## config.mk

```make
export PLATFORM = sky130hd
export DESIGN_NAME = taf_csr_regs_flat
export DESIGN_NICKNAME = d
export VERILOG_FILES = /design/src/hdl/taf_pkg.sv /design/src/hdl/taf_channels.sv /design/src/hdl/taf_csr_regs.sv /design/src/flat_wrapper.sv
export SDC_FILE = /design/constraint.sdc
export NUM_CORES = 1
export LEC_CHECK = 0
export ABC_AREA = 1
export BUFFER_PORTS_ARGS = -buffer_cell sky130_fd_sc_hd__buf_2
export CELL_PAD_IN_SITES_DETAIL_PLACEMENT = 1
export CELL_PAD_IN_SITES_GLOBAL_PLACEMENT = 2
export CORE_UTILIZATION = 33
export CTS_BUF_LIST = sky130_fd_sc_hd__clkbuf_8
export DETAILED_ROUTE_END_ITERATION = 16
export HOLD_SLACK_MARGIN = 0.05
export PLACE_DENSITY = 0.95
export SYNTH_ARGS = -nofsm -noshare
export SYNTH_HDL_FRONTEND = slang
export SYNTH_SLANG_ARGS = --single-unit
```

## constraint.sdc

```tcl
create_clock -name clock -period 13.8 [get_ports clock]
set_input_delay 1.38 -clock clock [delete_from_list [all_inputs] [get_ports clock]]
set_output_delay 1.38 -clock clock [all_outputs]
set_load 0.1 [all_outputs]
```

## src/hdl/taf_pkg.sv

```systemverilog
// Package of shared types, codes and the sine table builder for the triangle transform.
package taf_pkg;

   // Transform mode codes held in the mode register.
   localparam logic [1:0] MODE_TRANSLATE = 2'd0;
   localparam logic [1:0] MODE_SCALE     = 2'd1;
   localparam logic [1:0] MODE_ROTATE    = 2'd2;

   // Register indexes of the configuration channel.
   localparam logic [1:0] CSR_MODE      = 2'd0;
   localparam logic [1:0] CSR_PARAM_X   = 2'd1;
   localparam logic [1:0] CSR_PARAM_Y   = 2'd2;
   localparam logic [1:0] CSR_ANGLE_DEG = 2'd3;

   localparam int COORD_W   = 12;
   localparam int RESULT_W  = 16;
   localparam int CSR_IDX_W = 2;
   localparam int CSR_DAT_W = 12;
   localparam int ANGLE_W   = 9;
   localparam int SIN_ENTRIES = 91;
   localparam int SIN_IDX_W   = 7;

   // Pi in Q4.60 and one degree in the same format.
   localparam logic [63:0] PI_Q60   = 64'h3243F6A8885A308D;
   localparam logic [63:0] DEG_STEP = PI_Q60 / 64'd180;

   typedef struct packed {
      logic signed [COORD_W-1:0] ax;
      logic signed [COORD_W-1:0] ay;
      logic signed [COORD_W-1:0] bx;
      logic signed [COORD_W-1:0] by_coord;
      logic signed [COORD_W-1:0] cx;
      logic signed [COORD_W-1:0] cy;
   } taf_tri_type;

   typedef struct packed {
      logic signed [RESULT_W-1:0] out_ax;
      logic signed [RESULT_W-1:0] out_ay;
      logic signed [RESULT_W-1:0] out_bx;
      logic signed [RESULT_W-1:0] out_by;
      logic signed [RESULT_W-1:0] out_cx;
      logic signed [RESULT_W-1:0] out_cy;
   } taf_res_type;

   // Configuration as seen by the datapath.
   typedef struct packed {
      logic [1:0]                mode;
      logic signed [COORD_W-1:0] param_x;
      logic signed [COORD_W-1:0] param_y;
   } taf_cfg_type;

   // Sine of k degrees in unsigned Q2.30 by an eleven-term Taylor series.
   // Evaluated at elaboration only, to build the constant table.
   function automatic logic [63:0] sin_q30(input int unsigned k);
      logic [63:0] x;
      logic [63:0] x2;
      logic [63:0] term;
      logic [63:0] sum;
      x    = (64'(k) * DEG_STEP + (64'd1 << 29)) >> 30;
      x2   = (x * x) >> 30;
      term = x;
      sum  = x;
      for (int n = 1; n < 11; n++) begin
         term = (term * x2) >> 30;
         case (n)
            1:       term = term / 64'd6;
            2:       term = term / 64'd20;
            3:       term = term / 64'd42;
            4:       term = term / 64'd72;
            5:       term = term / 64'd110;
            6:       term = term / 64'd156;
            7:       term = term / 64'd210;
            8:       term = term / 64'd272;
            9:       term = term / 64'd342;
            default: term = term / 64'd420;
         endcase
         if (n % 2 == 1) begin
            sum = sum - term;
         end else begin
            sum = sum + term;
         end
      end
      return sum;
   endfunction

endpackage

```

## src/hdl/taf_channels.sv

```systemverilog


interface taf_csr_if;
   import taf_pkg::*;
   logic                 valid;
   logic                 ready;
   logic [CSR_IDX_W-1:0] index;
   logic [CSR_DAT_W-1:0] data;
   modport source (output valid, output index, output data, input ready);
   modport sink   (input valid, input index, input data, output ready);
endinterface

```

## src/hdl/taf_csr_regs.sv

```systemverilog
// Configuration registers and the sine and cosine lookup for the rotation angle.
module taf_csr_regs #(
   parameter int TRIG_FRAC_BITS = 14
) (
   input  logic                          clock,
   input  logic                          reset,
   taf_csr_if.sink                       csr_ch,
   output taf_pkg::taf_cfg_type          cfg,
   output logic signed [TRIG_FRAC_BITS+1:0] trig_sin,
   output logic signed [TRIG_FRAC_BITS+1:0] trig_cos
);
   import taf_pkg::*;

   localparam int TW = TRIG_FRAC_BITS + 2;

   logic [1:0]                mode_ff;
   logic signed [COORD_W-1:0] param_x_ff;
   logic signed [COORD_W-1:0] param_y_ff;
   logic [ANGLE_W-1:0]        angle_ff;
   logic                      wr_en;

   logic signed [TW-1:0] sin_rom [SIN_ENTRIES];
   logic [ANGLE_W-1:0]   ang_red;
   logic [ANGLE_W-1:0]   ang_cos;
   logic [SIN_IDX_W:0]   sin_sel;
   logic [SIN_IDX_W:0]   cos_sel;

   // Writes are always taken.
   assign csr_ch.ready = 1'b1;
   assign wr_en        = csr_ch.valid;

   always_ff @(posedge clock) begin
      if (reset) begin
         mode_ff    <= MODE_TRANSLATE;
         param_x_ff <= '0;
         param_y_ff <= '0;
         angle_ff   <= '0;
      end else if (wr_en) begin
         case (csr_ch.index)
            CSR_MODE:      mode_ff    <= csr_ch.data[1:0];
            CSR_PARAM_X:   param_x_ff <= csr_ch.data[COORD_W-1:0];
            CSR_PARAM_Y:   param_y_ff <= csr_ch.data[COORD_W-1:0];
            CSR_ANGLE_DEG: angle_ff   <= csr_ch.data[ANGLE_W-1:0];
            default:       mode_ff    <= mode_ff;
         endcase
      end
   end

   assign cfg.mode    = mode_ff;
   assign cfg.param_x = param_x_ff;
   assign cfg.param_y = param_y_ff;

   // Quarter-wave sine table, rounded half up from Q2.30 to the chosen fraction.
   for (genvar k = 0; k < SIN_ENTRIES; k++) begin : g_rom
      localparam logic [63:0] SIN_Q30 = sin_q30(k);
      localparam logic [63:0] SIN_RND =
         (SIN_Q30 + (64'd1 << (29 - TRIG_FRAC_BITS))) >> (30 - TRIG_FRAC_BITS);
      assign sin_rom[k] = SIN_RND[TW-1:0];
   end

   // Fold an angle of 0 to 359 degrees onto the quarter table; the top bit flags negation.
   function automatic logic [SIN_IDX_W:0] fold_angle(input logic [ANGLE_W-1:0] a);
      logic [ANGLE_W-1:0] t;
      logic               neg;
      if (a <= ANGLE_W'(90)) begin
         t   = a;
         neg = 1'b0;
      end else if (a <= ANGLE_W'(180)) begin
         t   = ANGLE_W'(180) - a;
         neg = 1'b0;
      end else if (a <= ANGLE_W'(270)) begin
         t   = a - ANGLE_W'(180);
         neg = 1'b1;
      end else begin
         t   = ANGLE_W'(360) - a;
         neg = 1'b1;
      end
      return {neg, t[SIN_IDX_W-1:0]};
   endfunction

   // Reduce the angle into one turn and derive the cosine angle a quarter turn on.
   always_comb begin
      ang_red = (angle_ff >= ANGLE_W'(360)) ? angle_ff - ANGLE_W'(360) : angle_ff;
      ang_cos = (ang_red >= ANGLE_W'(270)) ? ang_red - ANGLE_W'(270)
                                           : ang_red + ANGLE_W'(90);
      sin_sel = fold_angle(ang_red);
      cos_sel = fold_angle(ang_cos);
   end

   assign trig_sin = sin_sel[SIN_IDX_W] ? -sin_rom[sin_sel[SIN_IDX_W-1:0]]
                                        :  sin_rom[sin_sel[SIN_IDX_W-1:0]];
   assign trig_cos = cos_sel[SIN_IDX_W] ? -sin_rom[cos_sel[SIN_IDX_W-1:0]]
                                        :  sin_rom[cos_sel[SIN_IDX_W-1:0]];

`ifndef SYNTHESIS
   // The magnitude of sine and cosine never exceeds one.
   a_sin_range: assert property (@(posedge clock) disable iff (reset)
      (trig_sin <= TW'(1 << TRIG_FRAC_BITS)) && (trig_sin >= -TW'(1 << TRIG_FRAC_BITS)))
      else $error("sine out of range");
   // At an angle of zero the cosine is exactly one and the sine is zero.
   a_cos_zero: assert property (@(posedge clock) disable iff (reset)
      (angle_ff == '0) |-> (trig_cos == TW'(1 << TRIG_FRAC_BITS) && trig_sin == '0))
      else $error("zero angle trig mismatch");
   // A mode write lands in the mode register.
   a_mode_wr: assert property (@(posedge clock) disable iff (reset)
      (wr_en && csr_ch.index == CSR_MODE) |=> (mode_ff == $past(csr_ch.data[1:0])))
      else $error("mode write lost");
`endif

endmodule

```

## src/flat_wrapper.sv

```systemverilog
// flat-port wrapper written by rule: the top's interface ports become plain ports
module taf_csr_regs_flat import taf_pkg::*;
#(
   parameter int TRIG_FRAC_BITS = 14
)
  (clock, reset, cfg, trig_sin, trig_cos, csr_ch_valid, csr_ch_index, csr_ch_data, csr_ch_ready);
  taf_csr_if csr_ch_i ();
  input  logic clock;
  input  logic reset;
  output taf_pkg::taf_cfg_type cfg;
  output logic signed [TRIG_FRAC_BITS+1:0] trig_sin;
  output logic signed [TRIG_FRAC_BITS+1:0] trig_cos;
  input wire logic [$bits(csr_ch_i.valid)-1:0] csr_ch_valid;
  input wire logic [$bits(csr_ch_i.index)-1:0] csr_ch_index;
  input wire logic [$bits(csr_ch_i.data)-1:0] csr_ch_data;
  output wire logic [$bits(csr_ch_i.ready)-1:0] csr_ch_ready;
  assign csr_ch_i.valid = csr_ch_valid;
  assign csr_ch_i.index = csr_ch_index;
  assign csr_ch_i.data = csr_ch_data;
  assign csr_ch_ready = csr_ch_i.ready;
  taf_csr_regs #(.TRIG_FRAC_BITS(TRIG_FRAC_BITS)) u_core (.clock(clock), .reset(reset), .csr_ch(csr_ch_i), .cfg(cfg), .trig_sin(trig_sin), .trig_cos(trig_cos));
endmodule
```

# Word level (Yosys, flattened, before mapping)
# Memory sizes are Yosys's and may differ from the RTL's.
# Index checks and enable logic that the tools add are counted.
# word_totals
ff_bits	35
rom_bits	4096
in_bits	17
output_inout_bits	59
wordCells	55
memories	2
# mem_list
memory	depth	width	read_ports	rd_clocked_by_memory_dff	write_ports	line	source
(name not given)	128	16	1	0	0	taf_csr_regs.sv:90	assign trig_sin = sin_sel[SIN_IDX_W] ? -sin_rom[sin_sel[SIN_IDX_W-1:0]]
(name not given)	128	16	1	0	0	taf_csr_regs.sv:92	assign trig_cos = cos_sel[SIN_IDX_W] ? -sin_rom[cos_sel[SIN_IDX_W-1:0]]
# op_classes
addsub	11
order_cmp	10
n_eq_ne	3
n_mux	18
n_bitwise	2
reduce_logical	5
# op_table
operator	n
16-bit two-way mux	6
7-bit two-way mux	6
16-bit negation	2
9-bit >= comparator, second input constant	2
9-bit by 7-bit less-or-equal comparator with 1-bit output, second input constant	2
9-bit by 8-bit less-or-equal comparator with 1-bit output, second input constant	2
9-bit less-or-equal comparator, second input constant	2
9-bit two-way mux	2
9-bit subtractor, second input constant	2
8-bit >= comparator, second input constant	2
7-bit NOT with 8-bit output	2
6-bit by 7-bit subtractor with 7-bit output, first input constant	2
7-bit by 6-bit subtractor with 7-bit output, second input constant	2
7-bit subtractor, first input constant	2
9-bit by 7-bit adder with 9-bit output, second input constant	1
2-bit AND reduction	4
2-bit == test, second input constant	2
1-bit two-way mux	4
2-bit by 1-bit == test with 1-bit output, second input constant	1
2-bit logical NOT	1

# Depth between registers and ports, before layout
# Gate-level depths: netlist of the first run.
# depth
word_depth	14
ltp_mapped	45
mapped_depth_nobuf	45

# Least setup slack after synthesis of the first run
# Ideal clock, no wire load.
# synth_path
kind	register -> output
startpoint	register u_core.angle_ff[3]
endpoint	output trig_sin[6]
t_arrival_ps	6497
required_time_ps	12420
path_slack_ps	5923
path_stages_with_launch	32
path_buffers	1
cell_sequence	dfxtp_1 > inv_1 > ha_1 > inv_1 > nand3_1 > nand2_1 > nand2_2 > nand2_4 > nand2_1 > nand2_1 > buf_4 > nand2_1 > nor3_2 > o22ai_1 > nand2_1 > nand2_1 > nand2_1 > nand2_1 > inv_1 > ha_1 > nand2_1 > nand2_1 > a221oi_1 > o21ai_1 > inv_1 > ha_1 > inv_1 > nor2_1 > nand2_1 > nor2_1 > nor2_1 > xor2_1
# synth_via
elab_chain_cells	12
word_cells_on_any_way	20
cone_classes	add/sub (5); order compare (4); mux (9); bitwise (1); memory (1)
# synth_lines
element	line	source
start, declared	taf_csr_regs.sv:19	logic [ANGLE_W-1:0] angle_ff;
start signal, assigned	taf_csr_regs.sv:43	CSR_ANGLE_DEG: angle_ff <= csr_ch.data[ANGLE_W-1:0];
9-bit subtractor / 9-bit >= comparator (equally long branches)	taf_csr_regs.sv:83	ang_red = (angle_ff >= ANGLE_W'(360)) ? angle_ff - ANGLE_W'(360) : angle_ff;
9-bit two-way mux (*)	taf_csr_regs.sv:83	
9-bit less-or-equal comparator, or another cell as far along	taf_csr_regs.sv:71	end else if (a <= ANGLE_W'(270)) begin
7-bit two-way mux	taf_csr_regs.sv:71	
7-bit two-way mux	taf_csr_regs.sv:68	end else if (a <= ANGLE_W'(180)) begin
7-bit two-way mux	taf_csr_regs.sv:65	if (a <= ANGLE_W'(90)) begin
7-bit NOT with 8-bit output (implied by the code)	taf_csr_regs.sv:90, taf_csr_regs.sv:91	
memory read 128 x 16 bit	n/a	
16-bit two-way mux (implied by the code) (2 in a row)	taf_csr_regs.sv:91	: sin_rom[sin_sel[SIN_IDX_W-1:0]];
16-bit negation	taf_csr_regs.sv:90	
16-bit two-way mux (*)	taf_csr_regs.sv:90	
end, declared	flat_wrapper.sv:11	output logic signed [TRIG_FRAC_BITS+1:0] trig_sin;
# Mark *: on every way between the ends. The rest lies on a longest branch, timed or not. The select of a mux whose other input is x is not followed.

# Worst setup path after layout of the first run
# layout_path
startpoint	register u_core.angle_ff[0]
endpoint	output trig_cos[8]
# layout_via
elab_chain_cells	14
word_cells_on_any_way	24
cone_classes	add/sub (7); order compare (5); mux (10); bitwise (1); memory (1)
# layout_lines
element	line	source
9-bit subtractor / 9-bit >= comparator (equally long branches)	taf_csr_regs.sv:83	
9-bit two-way mux (*)	taf_csr_regs.sv:83	
9-bit by 7-bit adder with 9-bit output, or another cell as far along	taf_csr_regs.sv:85	: ang_red + ANGLE_W'(90);
9-bit two-way mux (*)	taf_csr_regs.sv:84	ang_cos = (ang_red >= ANGLE_W'(270)) ? ang_red - ANGLE_W'(270)
9-bit less-or-equal comparator, or another cell as far along	taf_csr_regs.sv:71	
7-bit two-way mux	taf_csr_regs.sv:71	
7-bit two-way mux	taf_csr_regs.sv:68	
7-bit two-way mux	taf_csr_regs.sv:65	
7-bit NOT with 8-bit output (implied by the code)	taf_csr_regs.sv:92, taf_csr_regs.sv:93	
memory read 128 x 16 bit	n/a	
16-bit two-way mux (implied by the code) (2 in a row)	taf_csr_regs.sv:92	
16-bit negation	taf_csr_regs.sv:92	
16-bit two-way mux (*)	taf_csr_regs.sv:92	
end, declared	flat_wrapper.sv:12	output logic signed [TRIG_FRAC_BITS+1:0] trig_cos;
# Marked as above.

==> qor.txt, run 1 <==
Register area: 700.7 um2
Via/cell ratio: 5.516
Most common cell after layout, fill and taps aside: nand2_1
WP data required: 12.42 ns
# clock sinks: 35
Crit path DAT: 6.79 ns
RePlAce Congestion: 1.011
Nature of the critical path endpoint: output pin
Max-cap viol count: 0
# rows: 53
Routed wire length: 28.10 mm
Clk buf depth: 2
Setup Buffers After CTS: 0
Setup TNS: 0 ns
Cell Area, Placed: 0.007572 mm2
Fmax: 122.4 MHz
Initial Util: 33.67%
Net count, final: 1440
YS warnings: 0
Top area cells in the synthesized netlist: nand2_1 (27%), nand3_1 (15%), dfxtp_1 (9.9%)
Post-route ant nets: 0
Outcome: finished, final reports clean
Skew final: 0 ns
Die Area: 0.02211 mm2
First-pass GRT wire length: 45.42 mm
Avg Inst Size Synth: 5.248 um2
Unrepaired setup endpoints after global routing: no
Post-synth top area share: 26.59%
Crit Path Class: flip-flop to output pin
Pleak: 4.099 nW
Clock transition at path regs: 0.06 ns
Fin area: 0.007654 mm2
Die width: 148.7 um
Yosys top cell by area: nand2_1
Drt pass-1 iters: 5
Via Count: 9178
DRT iter0 DRCs: 838
Fill cells: 3104
Vias in the first global route: 8664
Slew HR: 35.40%
Synth Flop Type: dfxtp_1
Routed WL per cell: 16.89 um
Crit-path max FO: 48
Largest net degree at the start of global routing: 49
Clock Latency Late Sink: 0.28 ns
Synthesized flop and latch total: 35
I/O Buffers: 74
Area Growth Syn to Fin: 7.789%
Cells after synthesis: 1353
PD cells: 185.1 mW/mm2
Cell Area, Synth: 0.007101 mm2
VDD IR-drop max: 162.1 uV
Final hold vios: 0
Critical-path top delay cell: dfxtp_1
Final routed DRC violation total: 0
Seq/Total Area, Yosys: 9.868%
Worst Hold Class: flip-flop to flip-flop
Synth async-reset ratio: 0%
Slew Viols, Final: 0
GRT Overall Usage: 25.27%
Net Count, Synth: 1405
CTS tree: built
H-tree Lvls: 2
Slowest Stage Delay on Critical Path: 0.87 ns
Post-CTS Resized: 0
Layout cells sized above 1: 12.96%
CTS root buffer: clkbuf_8
I/O pin cnt: 76
Area of the multi-input gates: 0.005567 mm2
Most frequent cells in the layout: nand2_1 (503), nand3_1 (212), inv_1 (117), nor2_1 (95), buf_2 (74)
Fin crit share: 59.22%
Most frequent CP cell: nand2_1
Cts bufs inserted: 5
Worst-Margin Slew: 0.9655 ns
DIE HEIGHT: 148.7 um
Ant diodes: 0
Tmin final: 8.173 ns
Antenna violations before repair: 0
Core area: 0.02109 mm2
Setup-failing EPs final: 0
Cell variety after synth: 45
Startpoint types: flip-flop
DP Wirelength: 21.61 mm
GR Overflow Total: 0
Post-synth EDFFs: 0
Total power: 1.417 mW
Cts hold-fix bufs: 0
==> final cells by class <==
type	count	share of cell area (%)
clock buffers	5	0.8991
well taps	275	4.496
clock inverters	3	0.1635
multi-input cells	1125	72.73
repair buffers	83	5.722
flip-flops and latches	35	9.155
inverters	138	6.833
==> kinds of logic (layout without fill, tap and decap cells) <==
group,after synthesis,count (layout),synth area share [%]
AOI/OAI and AO/OA,178,178,14.24
xor gates and xnor gates,23,23,3.048
adders and majority gates,35,35,6.273
buffers and inverters,193,229,11.74
DFF,35,35,9.868
other,1,1,0.05281
and+or+nand+nor,888,888,54.78
==> synthesized netlist by cell type, types with 2 or more instances <==
| cell type | n |
|---|---|
| nand2_1 | 503 |
| nand3_1 | 212 |
| inv_1 | 115 |
| nor2_1 | 95 |
| a21oi_1 | 55 |
| o21ai_0 | 52 |
| dfxtp_1 | 35 |
| ha_1 | 34 |
| o21ai_1 | 33 |
| nand2_2 | 29 |
| buf_2 | 23 |
| inv_2 | 21 |
| xor2_1 | 17 |
| buf_4 | 12 |
| nand4_1 | 12 |
| clkbuf_1 | 11 |
| o211ai_1 | 11 |
| nand2_4 | 10 |
| a211oi_1 | 9 |
| nor2_2 | 9 |
| nand3_2 | 7 |
| buf_1 | 5 |
| buf_6 | 4 |
| o21ai_2 | 4 |
| xnor2_1 | 4 |
| nand3b_1 | 3 |
| nor3_1 | 3 |
| o21bai_1 | 3 |
| a21oi_4 | 2 |
| inv_4 | 2 |
| o22ai_1 | 2 |
| o31ai_1 | 2 |
| xor2_2 | 2 |
==> worst max-delay path: cells and delay by family, from the launching register on <==
family	cells	cell delay (ns)
adder cells (fa/ha/maj)	2	0.47
buffers and inverters	2	0.45
flip-flops	1	0.87
AO/OA/AOI/OAI	1	0.10
AND/OR/NAND/NOR	30	4.58
==> where the power goes <==
part | internal (mW) | total (mW) | switching [mW]
Combinational | 0.253 | 1.24 | 0.985
Sequential | 0.105 | 0.109 | 0.00422
Clock | 0.0339 | 0.0697 | 0.0357
Total | 0.392 | 1.42 | 1.03
==> routing by layer <==
metal / vias to the layer above / routed length [um] / GRT usage (%)
li1: 4436 / - / -
met1: 4376 / 13030 / 36.06
met5: - / 0 / 0
met3: 46 / 1855 / 3.067
met4: 0 / 498 / 5.928
met2: 320 / 12720 / 40.05
==> sequential cells by signal (all words and copies together) (netlist names) <==
name	cells
u_core.angle_ff	9
u_core.mode_ff	2
u_core.param_y_ff	12
u_core.param_x_ff	12
==> per-stage QoR <==
stage / std cells / hold WS (ns) / setup slack [ns] / util [%]
5_1_grt: 1664 / 0.4832 / 4.984 / 36.29
6_report: 1664 / 0.4601 / 5.627 / 36.29
3_3_place_gp: 1656 / 0.4458 / 6.264 / 35.91
2_1_floorplan: 1353 / 0.4992 / 5.923 / -
4_1_cts: 1664 / 0.4628 / 5.747 / 36.29
3_5_place_dp: 1656 / 0.4530 / 6.075 / 35.91
==> worst paths after layout <==
| check | slack, ns | from | cells past startpoint | to |
|---|---|---|---|---|
| worst max register to register | 12.10 | u_core.angle_ff[0]$_SDFFE_PP0P_ | 3 | u_core.angle_ff[0]$_SDFFE_PP0P_ |
| worst max-delay path | 5.63 | u_core.angle_ff[0]$_SDFFE_PP0P_ | 35 | trig_cos[8] |
| worst min-delay path | 0.46 | u_core.param_y_ff[0]$_SDFFE_PP0P_ | 2 | u_core.param_y_ff[0]$_SDFFE_PP0P_ |
| worst min register to register | 0.46 | u_core.param_y_ff[0]$_SDFFE_PP0P_ | 2 | u_core.param_y_ff[0]$_SDFFE_PP0P_ |
Note: power is estimated with default switching activity, not from simulation.
==> run 2: changes to the inputs <==
--- a/config.mk
+++ b/config.mk
@@ -9,11 +9,11 @@
 export BUFFER_PORTS_ARGS = -buffer_cell sky130_fd_sc_hd__buf_2
 export CELL_PAD_IN_SITES_DETAIL_PLACEMENT = 1
 export CELL_PAD_IN_SITES_GLOBAL_PLACEMENT = 2
-export CORE_UTILIZATION = 33
+export CORE_UTILIZATION = 31
 export CTS_BUF_LIST = sky130_fd_sc_hd__clkbuf_8
 export DETAILED_ROUTE_END_ITERATION = 16
 export HOLD_SLACK_MARGIN = 0.05
-export PLACE_DENSITY = 0.95
+export PLACE_DENSITY = 0.91
 export SYNTH_ARGS = -nofsm -noshare
 export SYNTH_HDL_FRONTEND = slang
 export SYNTH_SLANG_ARGS = --single-unit
==> constraint.sdc (replaced) <==
create_clock -name clock -period 7.85 [get_ports clock]
set_input_delay 0.785 -clock clock [delete_from_list [all_inputs] [get_ports clock]]
set_output_delay 0.785 -clock clock [all_outputs]
set_load 0.1 [all_outputs]
==> run 2 against run 1 <==
  * Total power grew 76%
  * Largest cell class unchanged
  * Clock skew stayed put
  * Global-route usage down 1.4 points
  * Sequential power rose by 73%
  * Hold slack got worse by 0.0020 ns
  * Routed wire length up 1.2%
  * Highest routed layer unchanged
  * Largest power group unchanged
  * Cell count rose by 0.84%
  * Critical path depth grew 5
  * Sequential share of layout area shrank 0.051 points
  * Clock-buffer cell count unchanged
  * Clock power increased by 75%
==> qor.txt, run 2 (synthesized netlist as in run 1, its figures left out) <==
VDD IR-drop max: 412.4 uV
Cts hold-fix bufs: 0
DRT iter0 DRCs: 732
Final routed DRC violation total: 0
Stages on the worst setup path: 40
Post-route ant nets: 0
Vias in the first global route: 8890
Total internal power: 0.6926 mW
Net Sw Frac: 72.18%
Top flop regs: u_core.param_x_ff (12), u_core.param_y_ff (12), u_core.angle_ff (9)
# clock sinks: 35
Cell Area, Placed: 0.007615 mm2
Pleak: 4.119 nW
Fin Hold WS: 0.4581 ns
RePlAce Congestion: 0.9421
Routed wire length: 28.43 mm
CTS root buffer: clkbuf_8
Post-CTS Resized: 0
Initial Util: 31.46%
I/O pin cnt: 76
Clock transition at path regs: 0.07 ns
# rows: 55
Skew final: 0 ns
Startpoint types: flip-flop
DIE HEIGHT: 153.3 um
Final hold vios: 0
Hold Crit Depth: 2
H-tree Lvls: 2
Logic pwr share: 87.5%
GRT Overall Usage: 23.89%
Slew HR: 39.40%
Via/cell ratio: 5.393
Switch Pwr: 1.797 mW
Fill cells: 3204
Worst-Margin Slew: 0.9058 ns
Worst Hold Class: flip-flop to flip-flop
Fin area: 0.007696 mm2
PD cells: 323.5 mW/mm2
Routed WL per cell: 16.94 um
Fmax: 138.5 MHz
Slowest Stage Delay on Critical Path: 0.41 ns
Register area: 700.7 um2
Fin crit share: 92.00%
Crit-path max FO: 24
Largest net degree at the start of global routing: 49
Cell Count, Final, Fillers Out: 1678
Antenna violations before repair: 0
Layout cells sized above 1: 13.21%
Most frequent CP cell: nand2_1
Crit Path Class: flip-flop to output pin
Clock Latency Late Sink: 0.27 ns
DP Wirelength: 22.22 mm
Ant diodes: 0
Tmin final: 7.222 ns
Setup Buffers After CTS: 0
Util after Layout: 34.10%
Via Count: 9050
Nature of the critical path endpoint: output pin
Slew Viols, Final: 0
R2R depth: 3
Cts bufs inserted: 5
Final setup margin: 0.6280 ns
Outcome: finished, final reports clean
Setup-failing EPs final: 0
Cell family with the largest share of critical-path delay: simple AND/OR/NAND/NOR gates
Sequential Power Share: 7.6%
Most frequent cells in the layout: nand2_1 (503), nand3_1 (212), inv_1 (117), nor2_1 (95), buf_2 (74)
Die Area: 0.02351 mm2
Unrepaired setup endpoints after global routing: no
GR Overflow Total: 0
Core area: 0.02257 mm2
WP data required: 7.07 ns
Most common cell after layout, fill and taps aside: nand2_1
Area Growth Syn to Fin: 8.388%
Bufs and invs on worst path: 5
Max-cap viol count: 0
Place WS: 1.027 ns
Total power: 2.489 mW
Net count, final: 1444
Die width: 153.3 um
Setup TNS: 0 ns
Drt pass-1 iters: 5
Area of the multi-input gates: 0.005567 mm2
Crit path DAT: 6.44 ns
Clock network power share: 4.9%
Clk buf depth: 2
Inst Count DP: 1670
First-pass GRT wire length: 46.40 mm
CTS tree: built
I/O Buffers: 74
Critical-path top delay cell: dfxtp_1
run 2: cell count changes in the layout (fill, tap and decap cells not counted), sizes merged:
cell	before	now
buf	83	87
run 2: final cells by class:
type / instances / area share (%)
clock buffers: 5 / 0.8942
multi-input cells: 1125 / 72.33
inverters: 138 / 6.796
clock inverters: 3 / 0.1626
well taps: 285 / 4.633
repair buffers: 87 / 6.080
flip-flops and latches: 35 / 9.104
run 2: path summary, 6_finish.rpt:
path | start | to | slack, ns
min reg2reg | u_core.param_y_ff[11]$_SDFFE_PP0P_ | u_core.param_y_ff[11]$_SDFFE_PP0P_ | 0.46
max reg2reg | u_core.angle_ff[0]$_SDFFE_PP0P_ | u_core.angle_ff[0]$_SDFFE_PP0P_ | 6.66
max | u_core.angle_ff[3]$_SDFFE_PP0P_ | trig_cos[8] | 0.63
min | u_core.param_y_ff[11]$_SDFFE_PP0P_ | u_core.param_y_ff[11]$_SDFFE_PP0P_ | 0.46
run 2: layer usage:
metal / track usage (%) / up-vias / share of wire (%)
met2: 39.64 / 307 / 45
met3: 1.616 / 45 / 5.9
met1: 33.39 / 4247 / 47
li1: - / 4451 / -
met5: 0 / - / 0
met4: 6.000 / 0 / 2.1
run 2: worst reg2reg max path, stage by stage, from the launching register on:
cell and delay (ns):
dfxtp_1 0.31, buf_4 0.26, inv_1 0.23, a211oi_1 0.30
run 2: power by group through the flow:
stage / registers (mW) / logic, mW / clock network (mW)
6_report: 0.189 / 2.18 / 0.122
4_1_cts: 0.189 / 2.16 / 0.124
5_1_grt: 0.190 / 2.34 / 0.131
2_1_floorplan: 0.225 / 1.70 / 0
3_3_place_gp: 0.193 / 2.14 / 0
3_5_place_dp: 0.193 / 2.15 / 0
==> run 3: changes to the inputs <==
--- a/config.mk
+++ b/config.mk
@@ -9,11 +9,11 @@
 export BUFFER_PORTS_ARGS = -buffer_cell sky130_fd_sc_hd__buf_2
 export CELL_PAD_IN_SITES_DETAIL_PLACEMENT = 1
 export CELL_PAD_IN_SITES_GLOBAL_PLACEMENT = 2
-export CORE_UTILIZATION = 31
+export CORE_UTILIZATION = 30
 export CTS_BUF_LIST = sky130_fd_sc_hd__clkbuf_8
 export DETAILED_ROUTE_END_ITERATION = 16
 export HOLD_SLACK_MARGIN = 0.05
-export PLACE_DENSITY = 0.91
+export PLACE_DENSITY = 0.88
 export SYNTH_ARGS = -nofsm -noshare
 export SYNTH_HDL_FRONTEND = slang
 export SYNTH_SLANG_ARGS = --single-unit
==> run 3 against run 2 <==
  * Hold slack better by 0.0054 ns
  * Critical path depth unchanged
  * Global-route usage down 1.3 points
  * Die area up 3.3%
  * Clock skew unchanged
  * Routed wire length down 2.0%
  * Combinational power about the same
  * Via count up 0.21%
==> qor.txt, run 3 (synthesized netlist as in run 1, its figures left out) <==
Final routed DRC violation total: 0
Largest net degree at the start of global routing: 49
Most frequent CP cell: nand2_1
Cts hold-fix bufs: 0
Hold Crit Depth: 2
CTS root buffer: clkbuf_8
Area Growth Syn to Fin: 9.515%
Sequential Power Share: 7.5%
Bufs and invs on worst path: 4
Slew Viols, Final: 0
Vias in the first global route: 8693
Max-cap viol count: 0
Initial Util: 30.99%
Pleak: 4.128 nW
Worst-Margin Slew: 0.9796 ns
DIE HEIGHT: 155.8 um
# clock sinks: 35
R2R Path Start: u_core.angle_ff[0]$_SDFFE_PP0P_
R2R depth: 4
Crit path DAT: 6.41 ns
Drt pass-1 iters: 7
Via Count: 9069
Routed WL per cell: 16.34 um
Ant diodes: 0
Die Area: 0.02429 mm2
GR Overflow Total: 0
Clock transition at path regs: 0.07 ns
Layout cells sized above 1: 13.29%
DRT iter0 DRCs: 667
I/O pin cnt: 76
RePlAce Congestion: 0.9339
Fill cells: 3283
DP Wirelength: 21.57 mm
Switch Pwr: 1.792 mW
Routed wire length: 27.86 mm
Net Sw Frac: 70.57%
Startpoint types: flip-flop
Net count, final: 1443
Skew final: 0 ns
Cts bufs inserted: 5
Fmax: 138.9 MHz
WP data required: 7.07 ns
I/O Buffers: 74
GRT Overall Usage: 22.60%
Reg-to-reg setup timing slack: 6.58 ns
Setup TNS: 0 ns
Via/cell ratio: 5.319
Most common cell after layout, fill and taps aside: nand2_1
Cell family with the largest share of critical-path delay: simple AND/OR/NAND/NOR gates
Fin crit share: 91.68%
Antenna violations before repair: 0
Crit Path Class: flip-flop to output pin
Worst Hold Path EP: u_core.param_y_ff[0]$_SDFFE_PP0P_
Total internal power: 0.7473 mW
Cell Count, Final, Fillers Out: 1705
FF-to-FF End: u_core.angle_ff[0]$_SDFFE_PP0P_
Final hold vios: 0
Slowest Stage Delay on Critical Path: 0.51 ns
Logic pwr share: 85.6%
Post-route ant nets: 0
Most frequent cells in the layout: nand2_1 (503), nand3_1 (212), inv_1 (115), nor2_1 (95), buf_2 (69)
Inst Count DP: 1697
Top flop regs: u_core.param_x_ff (12), u_core.param_y_ff (12), u_core.angle_ff (9)
Outcome: finished, final reports clean
PD cells: 326.5 mW/mm2
Die width: 155.8 um
Util after Layout: 33.93%
Critical-path top delay cell: nand2_2
Fin Hold WS: 0.4634 ns
# rows: 55
H-tree Lvls: 2
Nature of the critical path endpoint: output pin
VDD IR-drop max: 400.3 uV
CTS tree: built
Clock network power share: 6.9%
First-pass GRT wire length: 44.82 mm
Crit-path max FO: 48
Worst Hold Class: flip-flop to flip-flop
Hold_sp: u_core.param_y_ff[0]$_SDFFE_PP0P_
Setup-failing EPs final: 0
Unrepaired setup endpoints after global routing: no
Core area: 0.02292 mm2
Slew HR: 34.45%
Clk buf depth: 2
Clock Latency Late Sink: 0.29 ns
Tmin final: 7.197 ns
Total power: 2.539 mW
-- run 3: metal layers --
layer | vias to the layer above | share of wire [%] | global-route usage [%]
li1 | 4442 | - | -
met1 | 4286 | 48 | 31.78
met4 | 0 | 2.2 | 6.069
met3 | 53 | 5.5 | 2.694
met5 | - | 0 | 0
met2 | 288 | 45 | 36.08
-- run 3: stage by stage --
stage | instance area [um2] | worst slack (ns)
global route | 7776 | 0.008417
CTS | 7764 | 0.5920
floorplan | 7101 | 0.5676
detailed placement | 7642 | 0.9497
global placement | 7642 | 1.131
finish | 7776 | 0.6530
-- run 3: power by group through the flow --
stage,clock (mW),sequential (mW),combinational [mW]
final,0.175,0.190,2.17
after detailed placement,0,0.194,2.14
after CTS,0.180,0.190,2.15
after global routing,0.187,0.191,2.34
after floorplan,0,0.225,1.70
after global placement,0,0.194,2.14
-- run 3: cell type report --
type                    count  area (um2)  share of cell area, %
clock inverters             2       38.79                 0.4988
flip-flops and latches     35       700.7                  9.010
well taps                 313       391.6                  5.036
clock buffers               6       82.58                  1.062
repair buffers             86       473.0                  6.082
multi-input cells        1125        5567                  71.58
inverters                 138       523.0                  6.726
-- run 3: timing repair --
item | 4_1_cts | 5_1_grt
setup buffers | 0 | 0
gates resized for setup | 0 | 5
setup endpoints to repair | 0 | 5
-- run 3: how the worst max path moves through the flow --
| stage | endpoint | startpoint | depth (start not counted) |
|---|---|---|---|
| final | trig_cos[8] | u_core.angle_ff[3]$_SDFFE_PP0P_ | 40 |
| after global routing | trig_cos[10] | u_core.angle_ff[3]$_SDFFE_PP0P_ | 43 |
| after CTS | trig_cos[10] | u_core.angle_ff[3]$_SDFFE_PP0P_ | 40 |
| after detailed placement | trig_cos[10] | u_core.angle_ff[3]$_SDFFE_PP0P_ | 40 |
| after global placement | trig_cos[10] | u_core.angle_ff[3]$_SDFFE_PP0P_ | 40 |
| after floorplan | trig_sin[6] | u_core.angle_ff[3]$_SDFFE_PP0P_ | 31 |
-- run 3: worst reg2reg max path, stage by stage, from the launching register on --
cell	delay, ns
dfxtp_1	0.31
buf_4	0.26
inv_1	0.10
buf_4	0.24
a211oi_1	0.28
